File: src/sv/ascii_bitmap_stream_parser_defines.svh
// Assertion macros shared by the ascii_bitmap_stream_parser RTL.
// No dependencies; included by modules that carry assertions.
`ifndef ASCII_BITMAP_STREAM_PARSER_DEFINES_SVH
`define ASCII_BITMAP_STREAM_PARSER_DEFINES_SVH

// Same-cycle implication, checked outside reset.
`define ABPS_ASSERT_NOW(label, clk, rst_n, ante, cons, msg) \
  label: assert property (@(posedge clk) disable iff (!rst_n) (ante) |-> (cons)) \
    else $error(msg);

// Next-cycle implication, checked outside reset.
`define ABPS_ASSERT_NEXT(label, clk, rst_n, ante, cons, msg) \
  label: assert property (@(posedge clk) disable iff (!rst_n) (ante) |=> (cons)) \
    else $error(msg);

`endif

File: src/sv/abps_pkg.sv
// Package for the ascii_bitmap_stream_parser: item types, byte classes,
// parser phases and result codes. No dependencies.
package abps_pkg;

  localparam int DEF_MAX_WIDTH  = 4096;
  localparam int DEF_MAX_HEIGHT = 4096;
  localparam int QUEUE_DEPTH    = 2;

  // Result kinds
  localparam logic [2:0] K_SIZE       = 3'd0;
  localparam logic [2:0] K_PIXEL      = 3'd1;
  localparam logic [2:0] K_SUCCESS    = 3'd2;
  localparam logic [2:0] K_BAD_SIG    = 3'd3;
  localparam logic [2:0] K_BAD_HEADER = 3'd4;
  localparam logic [2:0] K_BAD_DATA   = 3'd5;

  // Input op codes
  localparam logic OP_BYTE = 1'b0;
  localparam logic OP_EOF  = 1'b1;

  // Characters
  localparam logic [7:0] CH_P     = 8'h50;
  localparam logic [7:0] CH_ZERO  = 8'h30;
  localparam logic [7:0] CH_ONE   = 8'h31;
  localparam logic [7:0] CH_NINE  = 8'h39;
  localparam logic [7:0] CH_SPACE = 8'h20;
  localparam logic [7:0] CH_TAB   = 8'h09;
  localparam logic [7:0] CH_VT    = 8'h0B;
  localparam logic [7:0] CH_FF    = 8'h0C;
  localparam logic [7:0] CH_LF    = 8'h0A;
  localparam logic [7:0] CH_CR    = 8'h0D;
  localparam logic [7:0] CH_PLUS  = 8'h2B;
  localparam logic [7:0] CH_MINUS = 8'h2D;
  localparam logic [7:0] CH_NUL   = 8'h00;
  localparam int         RADIX    = 10;

  typedef enum logic [3:0] {
    PH_SIG_P   = 4'd0,
    PH_SIG_ONE = 4'd1,
    PH_SIG_END = 4'd2,
    PH_SIG_LF  = 4'd3,
    PH_W_PRE   = 4'd4,
    PH_W_NUM   = 4'd5,
    PH_H_PRE   = 4'd6,
    PH_H_NUM   = 4'd7,
    PH_PIXEL   = 4'd8,
    PH_DELIM   = 4'd9,
    PH_SKIP    = 4'd10,
    PH_DONE    = 4'd11
  } phase_t;

  typedef struct packed {
    logic       op;
    logic [7:0] data_byte;
  } in_item_t;

  typedef struct packed {
    logic [2:0]  kind;
    logic        pixel_value;
    logic [11:0] column;
    logic [11:0] row;
    logic [12:0] image_width_out;
    logic [12:0] image_height_out;
  } out_item_t;

  // Classified byte handed from the front to the back
  typedef struct packed {
    logic       eof;
    logic       is_p;
    logic       is_one;
    logic       digit;
    logic [3:0] dval;
    logic       bit01;
    logic       blank;
    logic       space;
    logic       lf;
    logic       cr;
    logic       nul;
    logic       plus;
    logic       minus;
  } byte_class_t;

endpackage

File: src/sv/abps_front.sv
// Front part of the parser: accepts input items and classifies each byte.
// Depends on abps_pkg.
module abps_front (
  input  logic                  rst_n,
  input  abps_pkg::in_item_t    in_data,
  input  logic                  in_valid,
  input  logic                  q_full,
  output logic                  in_ready,
  output logic                  q_push,
  output abps_pkg::byte_class_t q_class
);
  import abps_pkg::*;

  logic [7:0] b;

  // Hold in_ready low through reset so no item is taken and then dropped
  assign b        = in_data.data_byte;
  assign in_ready = rst_n && !q_full;
  assign q_push   = in_valid && in_ready;

  always_comb begin
    q_class        = '0;
    q_class.eof    = (in_data.op == OP_EOF);
    q_class.is_p   = (b == CH_P);
    q_class.is_one = (b == CH_ONE);
    q_class.digit  = (b >= CH_ZERO) && (b <= CH_NINE);
    q_class.dval   = 4'(b - CH_ZERO);
    q_class.bit01  = (b == CH_ZERO) || (b == CH_ONE);
    q_class.blank  = (b == CH_SPACE) || (b == CH_TAB) || (b == CH_VT) ||
                     (b == CH_FF) || (b == CH_CR);
    q_class.space  = (b == CH_SPACE);
    q_class.lf     = (b == CH_LF);
    q_class.cr     = (b == CH_CR);
    q_class.nul    = (b == CH_NUL);
    q_class.plus   = (b == CH_PLUS);
    q_class.minus  = (b == CH_MINUS);
  end

endmodule

File: src/sv/abps_queue.sv
// Short register queue between the front and back of the parser.
// Depends on abps_pkg and ascii_bitmap_stream_parser_defines.svh.
`include "ascii_bitmap_stream_parser_defines.svh"
module abps_queue (
  input  logic                  clk,
  input  logic                  rst_n,
  input  logic                  push,
  input  abps_pkg::byte_class_t push_data,
  input  logic                  pop,
  output logic                  full,
  output logic                  not_empty,
  output abps_pkg::byte_class_t head
);
  import abps_pkg::*;

  localparam int PTR_W = (QUEUE_DEPTH > 1) ? $clog2(QUEUE_DEPTH) : 1;
  localparam int CNT_W = $clog2(QUEUE_DEPTH + 1);

  byte_class_t      slot_r [QUEUE_DEPTH];
  logic [PTR_W-1:0] wr_ptr_r, wr_ptr_nxt;
  logic [PTR_W-1:0] rd_ptr_r, rd_ptr_nxt;
  logic [CNT_W-1:0] count_r, count_nxt;

  assign full      = (count_r == CNT_W'(QUEUE_DEPTH));
  assign not_empty = (count_r != '0);
  assign head      = slot_r[rd_ptr_r];

  always_comb begin
    wr_ptr_nxt = wr_ptr_r;
    rd_ptr_nxt = rd_ptr_r;
    count_nxt  = count_r;
    if (push) begin
      wr_ptr_nxt = (wr_ptr_r == PTR_W'(QUEUE_DEPTH - 1)) ? '0 : wr_ptr_r + 1'b1;
    end
    if (pop) begin
      rd_ptr_nxt = (rd_ptr_r == PTR_W'(QUEUE_DEPTH - 1)) ? '0 : rd_ptr_r + 1'b1;
    end
    if (push && !pop) begin
      count_nxt = count_r + 1'b1;
    end else if (pop && !push) begin
      count_nxt = count_r - 1'b1;
    end
  end

  always_ff @(posedge clk) begin
    if (!rst_n) begin
      wr_ptr_r <= '0;
      rd_ptr_r <= '0;
      count_r  <= '0;
    end else begin
      wr_ptr_r <= wr_ptr_nxt;
      rd_ptr_r <= rd_ptr_nxt;
      count_r  <= count_nxt;
    end
  end

  always_ff @(posedge clk) begin
    if (push) begin
      slot_r[wr_ptr_r] <= push_data;
    end
  end

  `ABPS_ASSERT_NOW(a_q_no_overfill, clk, rst_n, push, !full, "queue push while full")
  `ABPS_ASSERT_NOW(a_q_no_underrun, clk, rst_n, pop, not_empty, "queue pop while empty")
  `ABPS_ASSERT_NEXT(a_q_count, clk, rst_n, push && !pop, count_r != '0, "queue count lost push")

endmodule

File: src/sv/abps_back.sv
// Back part of the parser: phase machine over classified bytes and the
// result register. Depends on abps_pkg and ascii_bitmap_stream_parser_defines.svh.
`include "ascii_bitmap_stream_parser_defines.svh"
module abps_back #(
  parameter int MAX_WIDTH  = abps_pkg::DEF_MAX_WIDTH,
  parameter int MAX_HEIGHT = abps_pkg::DEF_MAX_HEIGHT
) (
  input  logic                  clk,
  input  logic                  rst_n,
  input  logic                  q_valid,
  input  abps_pkg::byte_class_t q_head,
  output logic                  q_pop,
  output logic                  out_valid,
  input  logic                  out_ready,
  output abps_pkg::out_item_t   out_data
);
  import abps_pkg::*;

  localparam int MAX_NUM = (MAX_WIDTH > MAX_HEIGHT) ? MAX_WIDTH : MAX_HEIGHT;
  localparam int NUM_W   = $clog2(MAX_NUM + 1);
  localparam int MUL_W   = NUM_W + 4;
  localparam int CMP_W   = NUM_W + 1;
  localparam int COL_W   = $clog2(MAX_WIDTH + 1);
  localparam int ROW_W   = $clog2(MAX_HEIGHT + 1);

  phase_t           phase_r, phase_nxt;
  logic [NUM_W-1:0] width_r, width_nxt;
  logic [NUM_W-1:0] height_r, height_nxt;
  logic [NUM_W-1:0] accum_r, accum_nxt;
  logic             ovf_r, ovf_nxt;
  logic             seen_r, seen_nxt;
  logic [COL_W-1:0] col_r, col_nxt;
  logic [ROW_W-1:0] row_r, row_nxt;
  logic             out_valid_r, out_valid_nxt;
  out_item_t        out_data_r, res;
  logic             produce;

  logic             advance;
  logic             last_col, last_row, num_ok, in_height;
  logic [MUL_W-1:0] limit, mac;

  assign advance   = q_valid && (!out_valid_r || out_ready);
  assign q_pop     = advance;
  assign out_valid = out_valid_r;
  assign out_data  = out_data_r;

  assign in_height = (phase_r == PH_H_PRE) || (phase_r == PH_H_NUM);
  assign limit     = in_height ? MUL_W'(MAX_HEIGHT) : MUL_W'(MAX_WIDTH);
  assign mac       = MUL_W'(accum_r) * MUL_W'(RADIX) + MUL_W'(q_head.dval);
  assign last_col  = (CMP_W'(col_r) + 1'b1) >= CMP_W'(width_r);
  assign last_row  = (CMP_W'(row_r) + 1'b1) >= CMP_W'(height_r);
  assign num_ok    = !ovf_r && (accum_r != '0);

  always_comb begin
    phase_nxt  = phase_r;
    width_nxt  = width_r;
    height_nxt = height_r;
    accum_nxt  = accum_r;
    ovf_nxt    = ovf_r;
    seen_nxt   = seen_r;
    col_nxt    = col_r;
    row_nxt    = row_r;
    produce    = 1'b0;
    res        = '0;

    if (q_head.eof) begin
      // Report by phase, then fall back to the reset state
      case (phase_r)
        PH_SIG_P, PH_SIG_ONE, PH_SIG_END, PH_SIG_LF: begin
          produce  = 1'b1;
          res.kind = K_BAD_SIG;
        end
        PH_W_PRE, PH_W_NUM, PH_H_PRE, PH_H_NUM: begin
          produce  = 1'b1;
          res.kind = K_BAD_HEADER;
        end
        PH_PIXEL, PH_SKIP: begin
          produce  = 1'b1;
          res.kind = K_BAD_DATA;
        end
        PH_DELIM: begin
          produce  = 1'b1;
          res.kind = (last_col && last_row) ? K_SUCCESS : K_BAD_DATA;
        end
        default: begin
          produce = 1'b0;
        end
      endcase
      phase_nxt  = PH_SIG_P;
      width_nxt  = '0;
      height_nxt = '0;
      accum_nxt  = '0;
      ovf_nxt    = 1'b0;
      seen_nxt   = 1'b0;
      col_nxt    = '0;
      row_nxt    = '0;
    end else begin
      case (phase_r)
        PH_SIG_P: begin
          if (q_head.is_p) begin
            phase_nxt = PH_SIG_ONE;
          end else begin
            phase_nxt = PH_DONE;
            produce   = 1'b1;
            res.kind  = K_BAD_SIG;
          end
        end
        PH_SIG_ONE: begin
          if (q_head.is_one) begin
            phase_nxt = PH_SIG_END;
          end else begin
            phase_nxt = PH_DONE;
            produce   = 1'b1;
            res.kind  = K_BAD_SIG;
          end
        end
        PH_SIG_END, PH_SIG_LF: begin
          if (q_head.lf) begin
            accum_nxt = '0;
            ovf_nxt   = 1'b0;
            seen_nxt  = 1'b0;
            phase_nxt = PH_W_PRE;
          end else if (q_head.cr && phase_r == PH_SIG_END) begin
            phase_nxt = PH_SIG_LF;
          end else begin
            phase_nxt = PH_DONE;
            produce   = 1'b1;
            res.kind  = K_BAD_SIG;
          end
        end
        PH_W_PRE, PH_H_PRE: begin
          if (q_head.blank) begin
            phase_nxt = phase_r;
          end else if (q_head.plus || q_head.minus || q_head.digit) begin
            phase_nxt = (phase_r == PH_W_PRE) ? PH_W_NUM : PH_H_NUM;
            if (q_head.minus) begin
              ovf_nxt = 1'b1;
            end
            if (q_head.digit) begin
              seen_nxt = 1'b1;
              if (!ovf_r) begin
                if (mac > limit) begin
                  ovf_nxt = 1'b1;
                end else begin
                  accum_nxt = NUM_W'(mac);
                end
              end
            end
          end else begin
            phase_nxt = PH_DONE;
            produce   = 1'b1;
            res.kind  = K_BAD_HEADER;
          end
        end
        PH_W_NUM, PH_H_NUM: begin
          if (q_head.digit) begin
            seen_nxt = 1'b1;
            if (!ovf_r) begin
              if (mac > limit) begin
                ovf_nxt = 1'b1;
              end else begin
                accum_nxt = NUM_W'(mac);
              end
            end
          end else if (phase_r == PH_W_NUM && seen_r && q_head.space && num_ok) begin
            width_nxt = accum_r;
            accum_nxt = '0;
            ovf_nxt   = 1'b0;
            seen_nxt  = 1'b0;
            phase_nxt = PH_H_PRE;
          end else if (phase_r == PH_H_NUM && seen_r && (q_head.lf || q_head.cr) &&
                       num_ok) begin
            height_nxt           = accum_r;
            col_nxt              = '0;
            row_nxt              = '0;
            phase_nxt            = q_head.lf ? PH_PIXEL : PH_SKIP;
            produce              = 1'b1;
            res.kind             = K_SIZE;
            res.image_width_out  = 13'(width_r);
            res.image_height_out = 13'(accum_r);
          end else begin
            phase_nxt = PH_DONE;
            produce   = 1'b1;
            res.kind  = K_BAD_HEADER;
          end
        end
        PH_PIXEL: begin
          produce = 1'b1;
          if (q_head.bit01) begin
            phase_nxt       = PH_DELIM;
            res.kind        = K_PIXEL;
            res.pixel_value = q_head.dval[0];
            res.column      = 12'(col_r);
            res.row         = 12'(row_r);
          end else begin
            phase_nxt = PH_DONE;
            res.kind  = K_BAD_DATA;
          end
        end
        PH_DELIM: begin
          if (q_head.space && !last_col) begin
            col_nxt   = col_r + 1'b1;
            phase_nxt = PH_PIXEL;
          end else if ((q_head.space || q_head.lf || q_head.cr || q_head.nul) &&
                       last_col) begin
            // End of row: success on the last row, else start the next one
            if (last_row) begin
              phase_nxt = PH_DONE;
              produce   = 1'b1;
              res.kind  = K_SUCCESS;
            end else begin
              row_nxt   = row_r + 1'b1;
              col_nxt   = '0;
              phase_nxt = q_head.lf ? PH_PIXEL : PH_SKIP;
            end
          end else begin
            phase_nxt = PH_DONE;
            produce   = 1'b1;
            res.kind  = K_BAD_DATA;
          end
        end
        PH_SKIP: begin
          if (q_head.lf) begin
            phase_nxt = PH_PIXEL;
          end
        end
        default: begin
          phase_nxt = phase_r;
        end
      endcase
    end
  end

  always_comb begin
    out_valid_nxt = out_valid_r;
    if (advance) begin
      out_valid_nxt = produce;
    end else if (out_ready) begin
      out_valid_nxt = 1'b0;
    end
  end

  always_ff @(posedge clk) begin
    if (!rst_n) begin
      phase_r     <= PH_SIG_P;
      width_r     <= '0;
      height_r    <= '0;
      accum_r     <= '0;
      ovf_r       <= 1'b0;
      seen_r      <= 1'b0;
      col_r       <= '0;
      row_r       <= '0;
      out_valid_r <= 1'b0;
    end else begin
      out_valid_r <= out_valid_nxt;
      if (advance) begin
        phase_r  <= phase_nxt;
        width_r  <= width_nxt;
        height_r <= height_nxt;
        accum_r  <= accum_nxt;
        ovf_r    <= ovf_nxt;
        seen_r   <= seen_nxt;
        col_r    <= col_nxt;
        row_r    <= row_nxt;
      end
    end
  end

  always_ff @(posedge clk) begin
    if (advance && produce) begin
      out_data_r <= res;
    end
  end

  `ABPS_ASSERT_NOW(a_pop_needs_room, clk, rst_n, q_pop, !out_valid_r || out_ready, "pop with result stuck")
  `ABPS_ASSERT_NOW(a_col_in_range, clk, rst_n, phase_r == PH_DELIM, CMP_W'(col_r) < CMP_W'(width_r), "column past width")
  `ABPS_ASSERT_NOW(a_row_in_range, clk, rst_n, phase_r == PH_DELIM, CMP_W'(row_r) < CMP_W'(height_r), "row past height")
  `ABPS_ASSERT_NEXT(a_size_enters_data, clk, rst_n, advance && produce && res.kind == K_SIZE, phase_r == PH_PIXEL || phase_r == PH_SKIP, "size result without data phase")

endmodule

File: src/sv/ascii_bitmap_stream_parser.sv
// Top level of the ASCII P1 bitmap stream parser.
// Depends on abps_pkg, abps_front, abps_queue and abps_back.
//
//  Port group | Direction | Handshake            | Payload
//  in_        | input     | in_valid / in_ready  | in_data   (abps_pkg::in_item_t)
//  out_       | output    | out_valid / out_ready| out_data  (abps_pkg::out_item_t)
//
// One item per cycle while out_ready holds: each byte passes through the parser phase
// machine, whose multiply-by-ten accumulate and row/column compares set the path.
// An accepted byte is registered in a queue slot, its result in the result register.
// Reset is synchronous on rst_n low and holds in_ready low; no clearing pass is needed.
// An output stall holds the result register; the two-entry queue keeps taking
// items until it fills, then in_ready drops.
module ascii_bitmap_stream_parser #(
  parameter int MAX_WIDTH  = abps_pkg::DEF_MAX_WIDTH,
  parameter int MAX_HEIGHT = abps_pkg::DEF_MAX_HEIGHT
) (
  input  logic                clk,
  input  logic                rst_n,
  input  logic                in_valid,
  output logic                in_ready,
  input  abps_pkg::in_item_t  in_data,
  output logic                out_valid,
  input  logic                out_ready,
  output abps_pkg::out_item_t out_data
);
  import abps_pkg::*;

  // Front to back link
  byte_class_t push_class;
  byte_class_t head_class;
  logic        q_push;
  logic        q_pop;
  logic        q_full;
  logic        q_not_empty;

  // Classify the byte and push it while the queue has room
  abps_front u_front (
    .rst_n    (rst_n),
    .in_data  (in_data),
    .in_valid (in_valid),
    .q_full   (q_full),
    .in_ready (in_ready),
    .q_push   (q_push),
    .q_class  (push_class)
  );

  // Decouple accept from parsing so each side can stall on its own
  abps_queue u_queue (
    .clk       (clk),
    .rst_n     (rst_n),
    .push      (q_push),
    .push_data (push_class),
    .pop       (q_pop),
    .full      (q_full),
    .not_empty (q_not_empty),
    .head      (head_class)
  );

  // Advance the phase machine and hold results until taken
  abps_back #(
    .MAX_WIDTH  (MAX_WIDTH),
    .MAX_HEIGHT (MAX_HEIGHT)
  ) u_back (
    .clk       (clk),
    .rst_n     (rst_n),
    .q_valid   (q_not_empty),
    .q_head    (head_class),
    .q_pop     (q_pop),
    .out_valid (out_valid),
    .out_ready (out_ready),
    .out_data  (out_data)
  );

endmodule

File: config.mk
export PLATFORM = sky130hd
export DESIGN_NAME = ascii_bitmap_stream_parser
export DESIGN_NICKNAME = d
export VERILOG_FILES = /design/src/sv/abps_pkg.sv /design/src/sv/abps_front.sv /design/src/sv/abps_queue.sv /design/src/sv/abps_back.sv /design/src/sv/ascii_bitmap_stream_parser.sv
export VERILOG_INCLUDE_DIRS = /design/src /design/src/sv
export SDC_FILE = /design/constraint.sdc
export NUM_CORES = 1
export LEC_CHECK = 0
export BUFFER_PORTS_ARGS = -buffer_cell sky130_fd_sc_hd__buf_4
export CAP_MARGIN = 20
export CORE_ASPECT_RATIO = 0.75
export CORE_MARGIN = 4
export CORE_UTILIZATION = 39
export DETAILED_ROUTE_END_ITERATION = 10
export RECOVER_POWER = 25
export SYNTH_ARGS = -nofsm -noshare
export SYNTH_HDL_FRONTEND = slang
export SYNTH_SLANG_ARGS = --single-unit
File: constraint.sdc
create_clock -name clk -period 7.6 [get_ports clk]
set_input_delay 0.76 -clock clk [delete_from_list [all_inputs] [get_ports clk]]
set_output_delay 0.76 -clock clk [all_outputs]
set_load 0.05 [all_outputs]
==> results.py <==
metrics = {
    "synthesis": {
        "yosysTopAreaCell": "edfxtp_1",
        "mappedNetlistNets": 1043,
        "ys_seq_area_share_pct": 44.7,
        "synth_edf_count": 86,
        "yosys_most_used_dff": "edfxtp_1",
        "synthArstFlopShare_pct": 0,
        "synth-seq-cells": 163,
        "synth.area.top_cells": "edfxtp_1 28%, dfxtp_1 17%, ha_1 7.3%, a21oi_1 4.7%, nand2_1 3.3%",
        "synthesis.area_mm2": 0.00922,
        "yosysWarnings": 0,
        "synth_top_area_share_pct": 28.0,
        "synth.avg_cell_area_um2": 9.46,
        "ys_types": 79,
        "netlist_instances": 974,
    },
    "grt": {
        "grt_pass1_vias": 6801,
        "antenna_found_initial": 0,
        "grt_pass1_wl_mm": 36.8,
        "grt_max_degree": 54,
        "grt_remaining_overflow": 0,
        "grt_usage_pct": 17.6,
    },
    "sta": {
        "max_freq_mhz": 180,
        "hold_viol": 0,
        "setup_viol": 0,
        "post-route-period-util_pct": 73.0,
        "drv_slew": 54,
        "hold_slack_ns": 0.458,
        "tns_ns": 0,
        "rsz0062_at_grt": "no",
        "slew_headroom_pct": -72.4,
        "fin_crit_ns": 5.55,
        "worst_pin_slew_ns": 2.59,
        "fin_skew_ns": 0.00758,
    },
    "final_layout": {
        "layout_common_cells": "87 x a21oi_1, 86 x edfxtp_1, 80 x nand2_1",
        "final_cell_area_mm2": 0.0104,
        "fin_util_pct": 45.1,
        "syn_to_final_growth_pct": 13.0,
        "n_antenna_cell": 0,
        "drive_above_1_share_pct": 9.42,
        "layout_commonest_cell": "a21oi_1",
        "fin_cells": 1340,
        "fin_nets": 1096,
    },
    "worst_setup_path": {
        "cpMaxStageDelayCell": "a2111oi_0",
        "cp_max_fo": 37,
        "worstPathCellList": "ha_1, and3_1, and3_1, and3_1, and3_1, xor2_1, ha_1, a21o_1, a21oi_1, nor2b_1, a2111oi_0, o211a_1, nor3_1, o41ai_1, inv_2, buf_4",
        "crit_start": "u_back.row_r[0]",
        "crit_end": "u_back.out_data[42]",
        "reg2reg_from": "u_back.row_r[0]",
        "endpoint_kind": "register",
        "startpoint_type": "register",
        "crit_family": "compound AO/OA/AOI/OAI gates",
        "r2r_slack_ns": 2.05,
        "critPathRequiredTime_ns": 7.73,
        "cpMostUsedCell": "and3_1",
        "crit_type": "register to register",
        "r2r-end": "u_back.out_data[42]",
        "reg2reg_depth": 16,
        "crit_buf_inv": 2,
        "crit_cells": 16,
        "critical_path_arrival_ns": 5.68,
        "max_stage_delay_ns": 0.68,
    },
    "pwr": {
        "swShare_pct": 40.6,
        "p_leak_nw": 3.92,
        "p_sw_mw": 1.24,
        "p_per_area_mw_per_mm2": 293,
        "combPwrFrac_pct": 32.5,
        "p_seq_share_pct": 38.7,
        "internal_power_mw": 1.81,
        "clock_power_share_pct": 28.8,
        "ir_drop_mv": 0.180,
    },
    "placed_design": {
        "io_buffers": 68,
        "dp_hpwl_mm": 16.5,
        "dp.cells": 1308,
        "placed_cell_area_mm2": 0.0100,
        "routabilityCongestion": 0.866,
    },
    "outcome": {
        "status": "finished with violations",
        "failed_checks": "capacitance limit, slew limit",
    },
    "drt": {
        "drt_iter0_markers": 738,
        "ant_nets": 0,
        "wl_per_cell_um": 17.2,
        "wl_mm": 23.0,
        "vias": 7402,
        "routed_via_density": 5.52,
        "drtPass1Iterations": 5,
        "drc_errors": 0,
    },
    "floorplanning": {
        "ios": 69,
        "fp.dieH_um": 141,
        "dieWidth_um": 186,
        "core-area_mm2": 0.0231,
        "floorplan.initialDensity_pct": 39.9,
        "rows": 48,
        "die_area_mm2": 0.0262,
    },
    "clocking": {
        "clock_latency_ns": 0.43,
        "hold_buffers": 0,
        "clock_sinks": 163,
        "cts_resized": 0,
        "numCtsBuffers": 17,
        "cts_tree": "done",
        "root_buffer": "clkbuf_16",
        "htreeDepth": 4,
        "clk_pin_slew_worst_paths_ns": 0.07,
        "clock_path_buffers": 2,
        "post_cts_buffers": 0,
    },
    "hold_path": {
        "hold_class": "register to register",
    },
    "flow_run": {
        "drv_cap": 1,
    },
}
[how the worst min path moves through the flow]
stage / startpoint / end / slack, ns / cells after the start
floorplan: u_back.height_r[10] / u_back.height_r[10] / 0.44 / 2
CTS: u_back.height_r[10] / u_back.height_r[10] / 0.46 / 2
global placement: u_back.height_r[11] / u_back.height_r[11] / 0.44 / 2
global route: u_back.height_r[11] / u_back.height_r[11] / 0.48 / 2
detailed placement: u_back.height_r[10] / u_back.height_r[10] / 0.45 / 2
finish: u_back.height_r[10] / u_back.height_r[10] / 0.46 / 2
[registers in the layout (all words and copies together), names as in the netlist, 2 cells and up, named ones only]
register,count
u_back.accum_r,13
u_queue.slot_r,32
u_queue.count_r,2
u_back.height_r,13
u_back.out_data,54
u_back.col_r,13
u_back.width_r,13
u_back.phase_r,4
u_back.row_r,13
[cell usage after synthesis (5+ instances only)]
library cell  instances
buf_2                 6
nor2_1               62
ha_1                 54
o2bb2ai_1             9
and3_1               13
and2_1               45
nand2b_1              7
xor2_1               15
inv_1                52
nor3_1               32
edfxtp_1             86
nand2_1              80
o21a_1                9
a21oi_1              87
xnor2_1              19
nor2b_1              10
nand4_1              10
nor4_1                9
mux2i_1               9
clkbuf_1             34
or3_1                10
a21o_1               14
a22o_1                5
a22oi_1               8
dfxtp_1              77
o21ai_0              48
o211ai_1              5
nand3_1              52
mux2_2               10
nor3b_1               6
nand3b_1             10
[kinds of logic after synthesis]
| group | Yosys count | share of synthesized area [%] |
|---|---|---|
| compound gates | 237 | 16.8 |
| fa+ha+maj | 56 | 7.77 |
| xor+xnor | 38 | 3.94 |
| mux | 19 | 2.20 |
| flops | 163 | 44.7 |
| buf+inv | 96 | 4.11 |
| simple gates | 365 | 20.4 |
[cell type report]
class / instances / area, um2
Fill cell: 2232 / 12700
Multi-Input combinational cell: 715 / 4730
Sequential cell: 163 / 4120
Clock buffer: 17 / 425
Timing Repair Buffer: 77 / 398
Tap cell: 300 / 375
Inverter: 53 / 199
Clock inverter: 15 / 171
[worst reg2reg max path, cell delays in order (launching register included)]
cell       delay (ns)
dfxtp_1          0.41
ha_1             0.27
and3_1           0.21
and3_1           0.24
and3_1           0.25
and3_1           0.28
xor2_1           0.17
ha_1             0.26
a21o_1           0.16
a21oi_1          0.14
nor2b_1          0.07
a2111oi_0        0.68
o211a_1          0.61
nor3_1           0.16
o41ai_1          0.60
inv_2            0.33
buf_4            0.40
[power groups by stage]
stage                     registers (mW)  clock network, mW  logic [mW]
after floorplan                     1.55                  0       0.393
after global placement              1.20                  0        1.05
after detailed placement            1.20                  0        1.06
after CTS                           1.18              0.895        1.06
after global routing                1.19              0.935        1.05
final                               1.18              0.879       0.990
[per-stage QoR]
step | power [mW] | setup WS [ns]
2_1_floorplan | 1.94 | 2.86
3_3_place_gp | 2.26 | 2.35
3_5_place_dp | 2.26 | 2.09
4_1_cts | 3.14 | 2.07
5_1_grt | 3.18 | 1.61
6_report | 3.05 | 2.05
[metal layers]
layer	wire length [um]	track usage, %	share of wire, %	up-vias
li1	-	-	-	3657
met1	11800	27.8	51	3490
met2	9580	24.8	42	239
met3	1510	3.51	6.5	16
met4	189	3.63	0.82	0
met5	0	0	0	-
(Power assumes the default switching activity.)
